<file path="config.mk">
export PLATFORM = sky130hd
export DESIGN_NAME = escape_sequence_decoder
export DESIGN_NICKNAME = d
export VERILOG_FILES = /design/src/rtl/esd_pkg.sv /design/src/rtl/esd_front.sv /design/src/rtl/esd_queue.sv /design/src/rtl/escape_sequence_decoder.sv
export SDC_FILE = /design/constraint.sdc
export NUM_CORES = 1
export LEC_CHECK = 0
export BUFFER_PORTS_ARGS = -buffer_cell sky130_fd_sc_hd__clkbuf_2
export CAP_MARGIN = 5
export CORE_MARGIN = 2
export CORE_UTILIZATION = 62
export CTS_CLUSTER_SIZE = 10
export DETAILED_ROUTE_END_ITERATION = 12
export PLACE_DENSITY = 0.81
export SKIP_LAST_GASP = 1
export SYNTH_ARGS = -nofsm -noshare
export SYNTH_HDL_FRONTEND = slang
export SYNTH_SLANG_ARGS = --single-unit
</file>
<file path="constraint.sdc">
create_clock -name clk -period 3.8 [get_ports clk]
set_clock_uncertainty 0.15 [all_clocks]
set_input_delay 0.38 -clock clk [delete_from_list [all_inputs] [get_ports clk]]
set_output_delay 0.38 -clock clk [all_outputs]
set_load 0.01 [all_outputs]
</file>
<file path="src/rtl/esd_pkg.sv">
`default_nettype none
package esd_pkg;

    localparam logic [7:0] CH_NUL       = 8'h00;
    localparam logic [7:0] CH_BACKSLASH = 8'h5C;
    localparam logic [7:0] CH_CARET     = 8'h5E;
    localparam logic [7:0] CH_X         = 8'h78;
    localparam logic [7:0] CH_ZERO      = 8'h30;
    localparam logic [7:0] CH_NINE      = 8'h39;
    localparam logic [7:0] CH_A_LOWER   = 8'h61;
    localparam logic [7:0] CH_Z_LOWER   = 8'h7A;
    localparam logic [7:0] CH_A_UPPER   = 8'h41;
    localparam logic [7:0] CH_Z_UPPER   = 8'h5A;
    localparam logic [7:0] CH_AT        = 8'h40;
    localparam logic [7:0] CH_QUERY     = 8'h3F;
    localparam logic [7:0] CH_N         = 8'h6E;
    localparam logic [7:0] CH_R         = 8'h72;
    localparam logic [7:0] CH_T         = 8'h74;
    localparam logic [7:0] CH_B         = 8'h62;

    localparam logic [7:0] CODE_LF  = 8'h0A;
    localparam logic [7:0] CODE_CR  = 8'h0D;
    localparam logic [7:0] CODE_TAB = 8'h09;
    localparam logic [7:0] CODE_BS  = 8'h08;
    localparam logic [7:0] CODE_DEL = 8'h7F;

    localparam logic [1:0] HEX_DIGITS = 2'd2;
    localparam logic [1:0] OCT_DIGITS = 2'd2;

    localparam int QUEUE_DEPTH = 4;
    localparam int QPTR_W      = $clog2(QUEUE_DEPTH);
    localparam int QCNT_W      = QPTR_W + 1;

    typedef struct packed {
        logic [7:0] out_byte;
        logic       end_of_string;
    } esd_res_t;

    typedef struct packed {
        logic [1:0] count;
        esd_res_t   res0;
        esd_res_t   res1;
    } esd_push_t;

endpackage
`default_nettype wire

</file>
<file path="src/rtl/esd_front.sv">
`default_nettype none
module esd_front (
    input  wire logic              clk,
    input  wire logic              rst_n,
    input  wire logic              accept,
    input  wire logic [7:0]        in_byte,
    output esd_pkg::esd_push_t     wr
);
    import esd_pkg::*;

    typedef enum logic [2:0] {
        MODE_TEXT  = 3'd0,
        MODE_ESC   = 3'd1,
        MODE_HEX   = 3'd2,
        MODE_OCT   = 3'd3,
        MODE_CARET = 3'd4
    } mode_t;

    mode_t      mode_reg, mode_next;
    logic [7:0] acc_reg, acc_next;
    logic [1:0] cnt_reg, cnt_next;

    logic       is_dig, is_let;
    logic [7:0] hex_val;
    logic [7:0] hex_sum, oct_sum, num_sum;
    logic [1:0] cnt_dec;
    logic       num_ok;

    // plain-text handling of the byte
    logic       txt_emit;
    esd_res_t   txt_res;
    mode_t      txt_mode;

    assign is_dig  = (in_byte >= CH_ZERO) && (in_byte <= CH_NINE);
    assign is_let  = ((in_byte >= CH_A_UPPER) && (in_byte <= CH_Z_UPPER))
                  || ((in_byte >= CH_A_LOWER) && (in_byte <= CH_Z_LOWER));
    assign hex_val = is_dig ? (in_byte - CH_ZERO) : (in_byte - CH_A_LOWER + 8'd10);
    assign hex_sum = {acc_reg[3:0], 4'b0000} + hex_val;
    assign oct_sum = {acc_reg[4:0], 3'b000} + (in_byte - CH_ZERO);
    assign cnt_dec = cnt_reg - 2'd1;
    assign num_sum = (mode_reg == MODE_HEX) ? hex_sum : oct_sum;
    assign num_ok  = (cnt_reg != 2'd0)
                  && ((mode_reg == MODE_HEX) ? (is_dig || is_let) : is_dig);

    always_comb
    begin
        txt_emit = 1'b0;
        txt_res  = '{out_byte: in_byte, end_of_string: 1'b0};
        txt_mode = MODE_TEXT;
        priority if (in_byte == CH_NUL)
        begin
            txt_emit = 1'b1;
            txt_res  = '{out_byte: CH_NUL, end_of_string: 1'b1};
        end
        else if (in_byte == CH_BACKSLASH)
            txt_mode = MODE_ESC;
        else if (in_byte == CH_CARET)
            txt_mode = MODE_CARET;
        else
            txt_emit = 1'b1;
    end

    always_comb
    begin
        mode_next = mode_reg;
        acc_next  = acc_reg;
        cnt_next  = cnt_reg;
        wr.count  = 2'd0;
        wr.res0   = '{out_byte: in_byte, end_of_string: 1'b0};
        wr.res1   = txt_res;
        unique case (mode_reg)
            MODE_ESC:
            begin
                mode_next = MODE_TEXT;
                wr.count  = 2'd1;
                priority if (in_byte == CH_NUL)
                begin
                    wr.res0  = '{out_byte: CH_NUL, end_of_string: 1'b1};
                    acc_next = 8'd0;
                    cnt_next = 2'd0;
                end
                else if (in_byte == CH_N)
                    wr.res0.out_byte = CODE_LF;
                else if (in_byte == CH_R)
                    wr.res0.out_byte = CODE_CR;
                else if (in_byte == CH_T)
                    wr.res0.out_byte = CODE_TAB;
                else if (in_byte == CH_B)
                    wr.res0.out_byte = CODE_BS;
                else if (in_byte == CH_X)
                begin
                    wr.count  = 2'd0;
                    mode_next = MODE_HEX;
                    acc_next  = 8'd0;
                    cnt_next  = HEX_DIGITS;
                end
                else if (in_byte == CH_ZERO)
                begin
                    wr.count  = 2'd0;
                    mode_next = MODE_OCT;
                    acc_next  = 8'd0;
                    cnt_next  = OCT_DIGITS;
                end
            end
            MODE_HEX, MODE_OCT:
            begin
                if (num_ok)
                begin
                    if (cnt_dec != 2'd0)
                    begin
                        acc_next = num_sum;
                        cnt_next = cnt_dec;
                    end
                    else
                    begin
                        wr.count  = 2'd1;
                        wr.res0   = '{out_byte: num_sum, end_of_string: 1'b0};
                        mode_next = MODE_TEXT;
                        acc_next  = 8'd0;
                        cnt_next  = 2'd0;
                    end
                end
                else
                begin
                    // terminating byte goes on as plain text
                    wr.count  = txt_emit ? 2'd2 : 2'd1;
                    wr.res0   = '{out_byte: acc_reg, end_of_string: 1'b0};
                    wr.res1   = txt_res;
                    mode_next = txt_mode;
                    acc_next  = 8'd0;
                    cnt_next  = 2'd0;
                end
            end
            MODE_CARET:
            begin
                wr.count  = 2'd1;
                mode_next = MODE_TEXT;
                acc_next  = 8'd0;
                cnt_next  = 2'd0;
                priority if (in_byte == CH_NUL)
                    wr.res0 = '{out_byte: CH_NUL, end_of_string: 1'b1};
                else if (in_byte == CH_QUERY)
                    wr.res0.out_byte = CODE_DEL;
                else
                    wr.res0.out_byte = in_byte - CH_AT;
            end
            default:
            begin
                wr.count  = txt_emit ? 2'd1 : 2'd0;
                wr.res0   = txt_res;
                mode_next = txt_mode;
                if (in_byte == CH_NUL)
                begin
                    acc_next = 8'd0;
                    cnt_next = 2'd0;
                end
            end
        endcase
        if (!accept)
            wr.count = 2'd0;
    end

    always_ff @(posedge clk or negedge rst_n)
    begin
        if (!rst_n)
        begin
            mode_reg <= MODE_TEXT;
            acc_reg  <= 8'd0;
            cnt_reg  <= 2'd0;
        end
        else if (accept)
        begin
            mode_reg <= mode_next;
            acc_reg  <= acc_next;
            cnt_reg  <= cnt_next;
        end
    end

endmodule
`default_nettype wire

</file>
<file path="src/rtl/esd_queue.sv">
`default_nettype none
module esd_queue (
    input  wire logic              clk,
    input  wire logic              rst_n,
    input  wire esd_pkg::esd_push_t wr,
    output logic                   full,
    output logic                   empty,
    input  wire logic              pop,
    output esd_pkg::esd_res_t      rd
);
    import esd_pkg::*;

    esd_res_t            mem [QUEUE_DEPTH];
    logic [QPTR_W-1:0]   wptr_reg, rptr_reg;
    logic [QCNT_W-1:0]   cnt_reg;
    logic [QPTR_W-1:0]   wptr_1;
    logic                do_pop;

    assign wptr_1 = wptr_reg + QPTR_W'(1);
    assign do_pop = pop && !empty;
    assign empty  = (cnt_reg == '0);
    // room for a full two-result transaction
    assign full   = (cnt_reg > QCNT_W'(QUEUE_DEPTH - 2));
    assign rd     = mem[rptr_reg];

    always_ff @(posedge clk)
    begin
        if (wr.count != 2'd0)
            mem[wptr_reg] <= wr.res0;
        if (wr.count == 2'd2)
            mem[wptr_1] <= wr.res1;
    end

    always_ff @(posedge clk or negedge rst_n)
    begin
        if (!rst_n)
        begin
            wptr_reg <= '0;
            rptr_reg <= '0;
            cnt_reg  <= '0;
        end
        else
        begin
            wptr_reg <= wptr_reg + QPTR_W'(wr.count);
            if (do_pop)
                rptr_reg <= rptr_reg + QPTR_W'(1);
            cnt_reg <= cnt_reg + QCNT_W'(wr.count) - QCNT_W'(do_pop);
        end
    end

endmodule
`default_nettype wire

</file>
<file path="src/rtl/escape_sequence_decoder.sv">
// Escape sequence decoder.
// Input channel: push/full. A byte is taken at a clock edge with push high
// and full low; a zero byte ends the string.
// Output channel: empty/pop. While empty is low, out_byte/end_of_string show
// the oldest decoded byte; it is consumed at an edge with pop high.
// Each input transaction yields zero, one or two output transactions (a
// number cut short by a non-digit gives it, then parses that byte as text).
// A result is queued at the edge that takes the byte that completes it.
// Throughput: one input byte per cycle while full is low, set by the parser.
// The parser feeds a 4-entry result queue; full rises when fewer than two
// entries are free, so a stalled receiver holds off input once three or
// more results are pending, and nothing is lost.
// Reset clears the parse state and empties the queue; the first byte may
// be pushed in the cycle after reset is released.
`default_nettype none
module escape_sequence_decoder (
    input  wire logic       clk,
    input  wire logic       rst_n,
    input  wire logic       push,
    output logic            full,
    input  wire logic [7:0] in_byte,
    output logic            empty,
    input  wire logic       pop,
    output logic [7:0]      out_byte,
    output logic            end_of_string
);
    import esd_pkg::*;

    esd_push_t wr;
    esd_res_t  rd;
    logic      accept;

    assign accept = push && !full;

    esd_front u_front (
        .clk     (clk),
        .rst_n   (rst_n),
        .accept  (accept),
        .in_byte (in_byte),
        .wr      (wr)
    );

    esd_queue u_queue (
        .clk   (clk),
        .rst_n (rst_n),
        .wr    (wr),
        .full  (full),
        .empty (empty),
        .pop   (pop),
        .rd    (rd)
    );

    assign out_byte      = rd.out_byte;
    assign end_of_string = rd.end_of_string;

endmodule
`default_nettype wire

</file>
* Yosys cells after proc, flatten, opt, wreduce, memory -nomap -nowiden
Memories as Yosys holds them, arrays and structs flattened.
Index checks and enable logic that the tools add are counted.
** Storage, ports and cells
- Bits in writable memories :: 36
- Memories :: 1
- Bits of input ports :: 12
- Register bits :: 20
- Output and inout bits :: 11
- Logic and storage cells :: 132
** Memory list
- u_queue.mem :: words 4, bits a word 9, rd ports 1, clocked after Yosys merged registers in 0, write ports 2, line esd_queue.sv:13 : esd_res_t mem [QUEUE_DEPTH];
** Operators by class
- Reductions and logical operators :: 19
- $add $sub $neg :: 12
- Muxes and demuxes :: 67
- Equality and inequality tests :: 20
- $lt $le $gt $ge :: 7
** Operators with widths (number)
- $mux 8 :: 19
- $eq 8x7->1 const B :: 7
- $mux 2 :: 19
- $mux 3 :: 11
- $pmux 11 s3 :: 1
- $pmux 8 s3 :: 1
- $add 8x8->8 :: 2
- $eq 8x6->1 const B :: 2
- $ge 8x7->1 const B :: 2
- $le 8x7->1 const B :: 2
- $sub 8x7->8 const B :: 2
- $ne 3x2->1 const B :: 4
- $mux 1 :: 11
- $mux 11 :: 1
- $mux 10 :: 1
- $mux 9 :: 1
- $pmux 3 s3 :: 1
- $add 8x4->8 const B :: 1
- $ge 8x6->1 const B :: 1
- $le 8x6->1 const B :: 1
- $logic_not 8->1 :: 1
- $sub 8x6->8 const B :: 1
- $reduce_and 7->1 :: 1
- $eq 3x2->1 const B :: 2
- other kinds (20) :: 30

* Depth between registers and ports, before layout
- Depth in word-level cells :: 13
- Mapped depth :: 16
- Mapped depth without buffers :: 15

* By module
A second synthesis with hierarchy kept.
** Second synthesis, totals
- Cell total of the unflattened synthesis :: 414
- Area, all modules :: 4364.2 um^2
** By module, submodules not included
- esd_queue :: cells an instance 129, instances 1, area each 2222.1 um^2
- esd_front :: cells an instance 284, instances 1, area each 2128.3 um^2
- escape_sequence_decoder :: cells an instance 1, instances 1, area each 13.8 um^2

* Worst setup path after synthesis
No wires, ideal clock.
- Path type :: input port to flip-flop
- From :: input port in_byte[6]
- To :: memory u_queue.mem[1][0] (netlist bit) (enable)
- Path buffers :: 2
- Arrival time :: 3.309 ns
- Path slack :: -0.049 ns
- Cell stages on the path :: 11
- Cells stage by stage :: clkbuf_1 -> inv_1 -> ha_1 -> and3b_1 -> a21oi_4 -> inv_2 -> o31a_4 -> buf_8 -> a31oi_4 -> nand2_1 -> o31ai_1
** RTL lines
- start: declaration :: line escape_sequence_decoder.sv:21 : input wire logic [7:0] in_byte,
- end: declaration :: line esd_queue.sv:13

==> metrics.cfg <==
[status]
status=finished, final reports clean

[place]
gp_congestion=0.9989
dp_cells=565
numPortBuffers=22
hpwl_um=8464

[worst_setup_path]
crit_required_ns=3.72
cp_data_arrival_time_ns=3.34
startpoint_type=input pin
cp_max_fo=5
rrSetupSlack_ns=0.67
path_class=input pin to flip-flop
crit_path_end_kind=flip-flop

[logic_synthesis]
ys_ff_latch=56
synth_edf_count=36
synth_area_leaders=edfxtp_1 24%, dfrtp_1 11%, ha_1 7.6%
postSynthCellCount=450
ys_seq_area_frac=0.3546
synth_top_cell_by_area=edfxtp_1
synth_area_per_cell_um2=9.912
syn_nets=492
synth_top_area_frac=0.2424
syn-cell-area_um2=4461
ys.flop_type=edfxtp_1
ys_async_sr_fraction=0.3571
synth_cell_types=73
ys_warn_count=0

[cells_and_area]
largest_reg_flops=36
drive_gt1_frac=0.1967
finish.utilization=0.7060
nNetsFinal=519
nFillCells=533
fin_cells=574
n_antenna_cell=0
syn_to_final_growth_pct=8.724

[floorplanning]
ios=23
start_util=0.6494
core_area_um2=6869
die_area_um2=7889
die_w_um=88.82
num_rows=30
die_h_um=88.82

[global_routing]
grt_pass1_vias=3625
grt_usage=0.3095
gr-total-overflow=0
grt_pass1_wl_um=18600
grt_max_degree=27
antenna_found_initial=0

[drt]
dr.pass1.iters=7
wl_um=11430
drc=0
avgRoutedWirePerCell_um=19.90
vias=3687
vias_per_cell=6.423
detail-route-antenna-nets=0
first_iter_violations=356

[timing]
tightest_slew_ns=0.8086
timing.fmax_mhz=291.8
min_period_ns=3.427
fin_crit_sh=0.9018
slew_violations=0
relSlewSlack=0.4591
tns_ns=0
setup_violations=0
hold_viol=0
rsz0062_at_grt=no

[clock_tree]
clk_pin_slew_worst_paths_ns=0.11
clock_path_buffers=2
worstSkewPairLatency_ns=0.32
postCtsHoldBufs=1
cts_sinks=56
post_cts_buffers=0
root_buffer=clkbuf_8
post_cts_resized=0
cts_tree=done
htree_num_levels=2
cts-buffers-inserted=5

[pwr]
p_leak_nw=1.933
ir_worst_vdd_uv=242.0
p_per_area_nw_per_um2=562.8
power_mw=2.730

[worst_hold_path]
hold_path_class=flip-flop to flip-flop

[job]
maxCapViolations=0

Yosys cell counts, types with 2 or more instances:
library cell / instances
nor3_1: 9
a21oi_1: 62
buf_1: 3
a311oi_1: 2
a22oi_1: 2
a211oi_1: 2
nand2_1: 33
clkbuf_1: 18
nor2b_1: 3
mux2_2: 6
a31oi_1: 7
dfrtp_1: 20
o31ai_1: 5
nor4_4: 3
a31o_2: 2
and2_1: 2
ha_1: 27
o22ai_1: 2
o221ai_1: 2
edfxtp_1: 36
o21ai_1: 6
inv_1: 26
or4_4: 3
and4b_1: 2
a221oi_2: 3
nand2b_1: 4
o22a_1: 2
a211o_1: 2
mux2_1: 3
a21o_1: 3
nor2_1: 19
mux4_2: 9
nand3_1: 12
a22o_1: 5
xnor2_1: 20
fa_1: 3
xor2_1: 6
o21ai_0: 16
nand4_1: 4
buf_2: 3
mux2i_1: 16
and3_1: 3
buf_6: 4
layout make-up:
class	instances	area [um2]	area share
multi-input cells	337	2628	0.5418
flip-flops and latches	56	1582	0.3261
repair buffers	50	322.8	0.06656
well taps	96	120.1	0.02477
inverters	27	101.3	0.02090
clock buffers	5	68.82	0.01419
clock inverters	3	27.53	0.005676
worst paths after layout:
path / from / end / cells after the start
max in group asynchronous: rst_n / u_front.acc_reg[5] / 2
hold reg to reg: u_front.acc_reg[7] / u_front.acc_reg[7] / 2
hold / removal: u_front.acc_reg[7] / u_front.acc_reg[7] / 2
setup / recovery: in_byte[6] / u_queue.mem[0][6] / 15
min in group asynchronous: rst_n / u_front.acc_reg[0] / 2
setup reg to reg: u_front.mode_reg[0] / u_queue.mem[3][5] / 7
cells in the final DEF (no fill, tap or decap), types with 5 or more instances in the layout:
cell type and n:
o21ai_0 16, nand3_1 12, xnor2_1 20, clkbuf_8 5, dfrtp_1 20, nor2_1 19, o21ai_1 6, mux2i_1 16
a22o_1 5, a31oi_1 7, xor2_1 6, o31ai_1 5, inv_1 26, ha_1 27, mux4_2 9, buf_4 27
a21oi_1 62, nor3_1 9, clkbuf_2 22, mux2_2 6, edfxtp_1 36, nand2_1 33
critical path: stages:
cell and delay (ns):
clkbuf_2 0.14, inv_1 0.09, ha_1 0.25, and3b_1 0.25, a21oi_4 0.21, nand2_1 0.09
xnor2_1 0.14, ha_1 0.18, inv_1 0.05, fa_1 0.47, a21oi_1 0.07, mux2_2 0.26
mux2_2 0.28, a221oi_2 0.33, mux2i_1 0.13
report_power, final:
part           total (mW)  internal [mW]  switching [mW]
Sequential          0.999          0.855           0.144
Combinational        1.37          0.582           0.784
Clock               0.364          0.136           0.228
metrics by stage:
step	setup WS, ns	hold WS (ns)	cell area (um2)
final	0.3733	0.3328	4850
after global routing	0.1421	0.3430	4850
after CTS	0.3859	0.3377	4838
after detailed placement	0.04528	0.2351	4732
after global placement	0.1371	0.2271	4732
after floorplan	0.01350	-0.06559	4462
cells by family (layout without fill, tap and decap cells):
family	after synthesis	after routing	synth area share
compound gates	138	138	0.2051
xor+xnor	26	26	0.05105
fa+ha+maj	30	30	0.08920
buf+inv	57	85	0.05890
flops	56	56	0.3546
mux	34	34	0.1041
simple gates	109	109	0.1372
metal layers:
| layer | global-route usage | up-vias | wire length [um] |
|---|---|---|---|
| li1 | - | 1726 | - |
| met1 | 0.4109 | 1766 | 4776 |
| met2 | 0.5400 | 173 | 5756 |
| met3 | 0.02799 | 22 | 693 |
| met4 | 0.08678 | 0 | 199 |
| met5 | 0 | - | 0 |
Power figures use the tool's default switching activity.
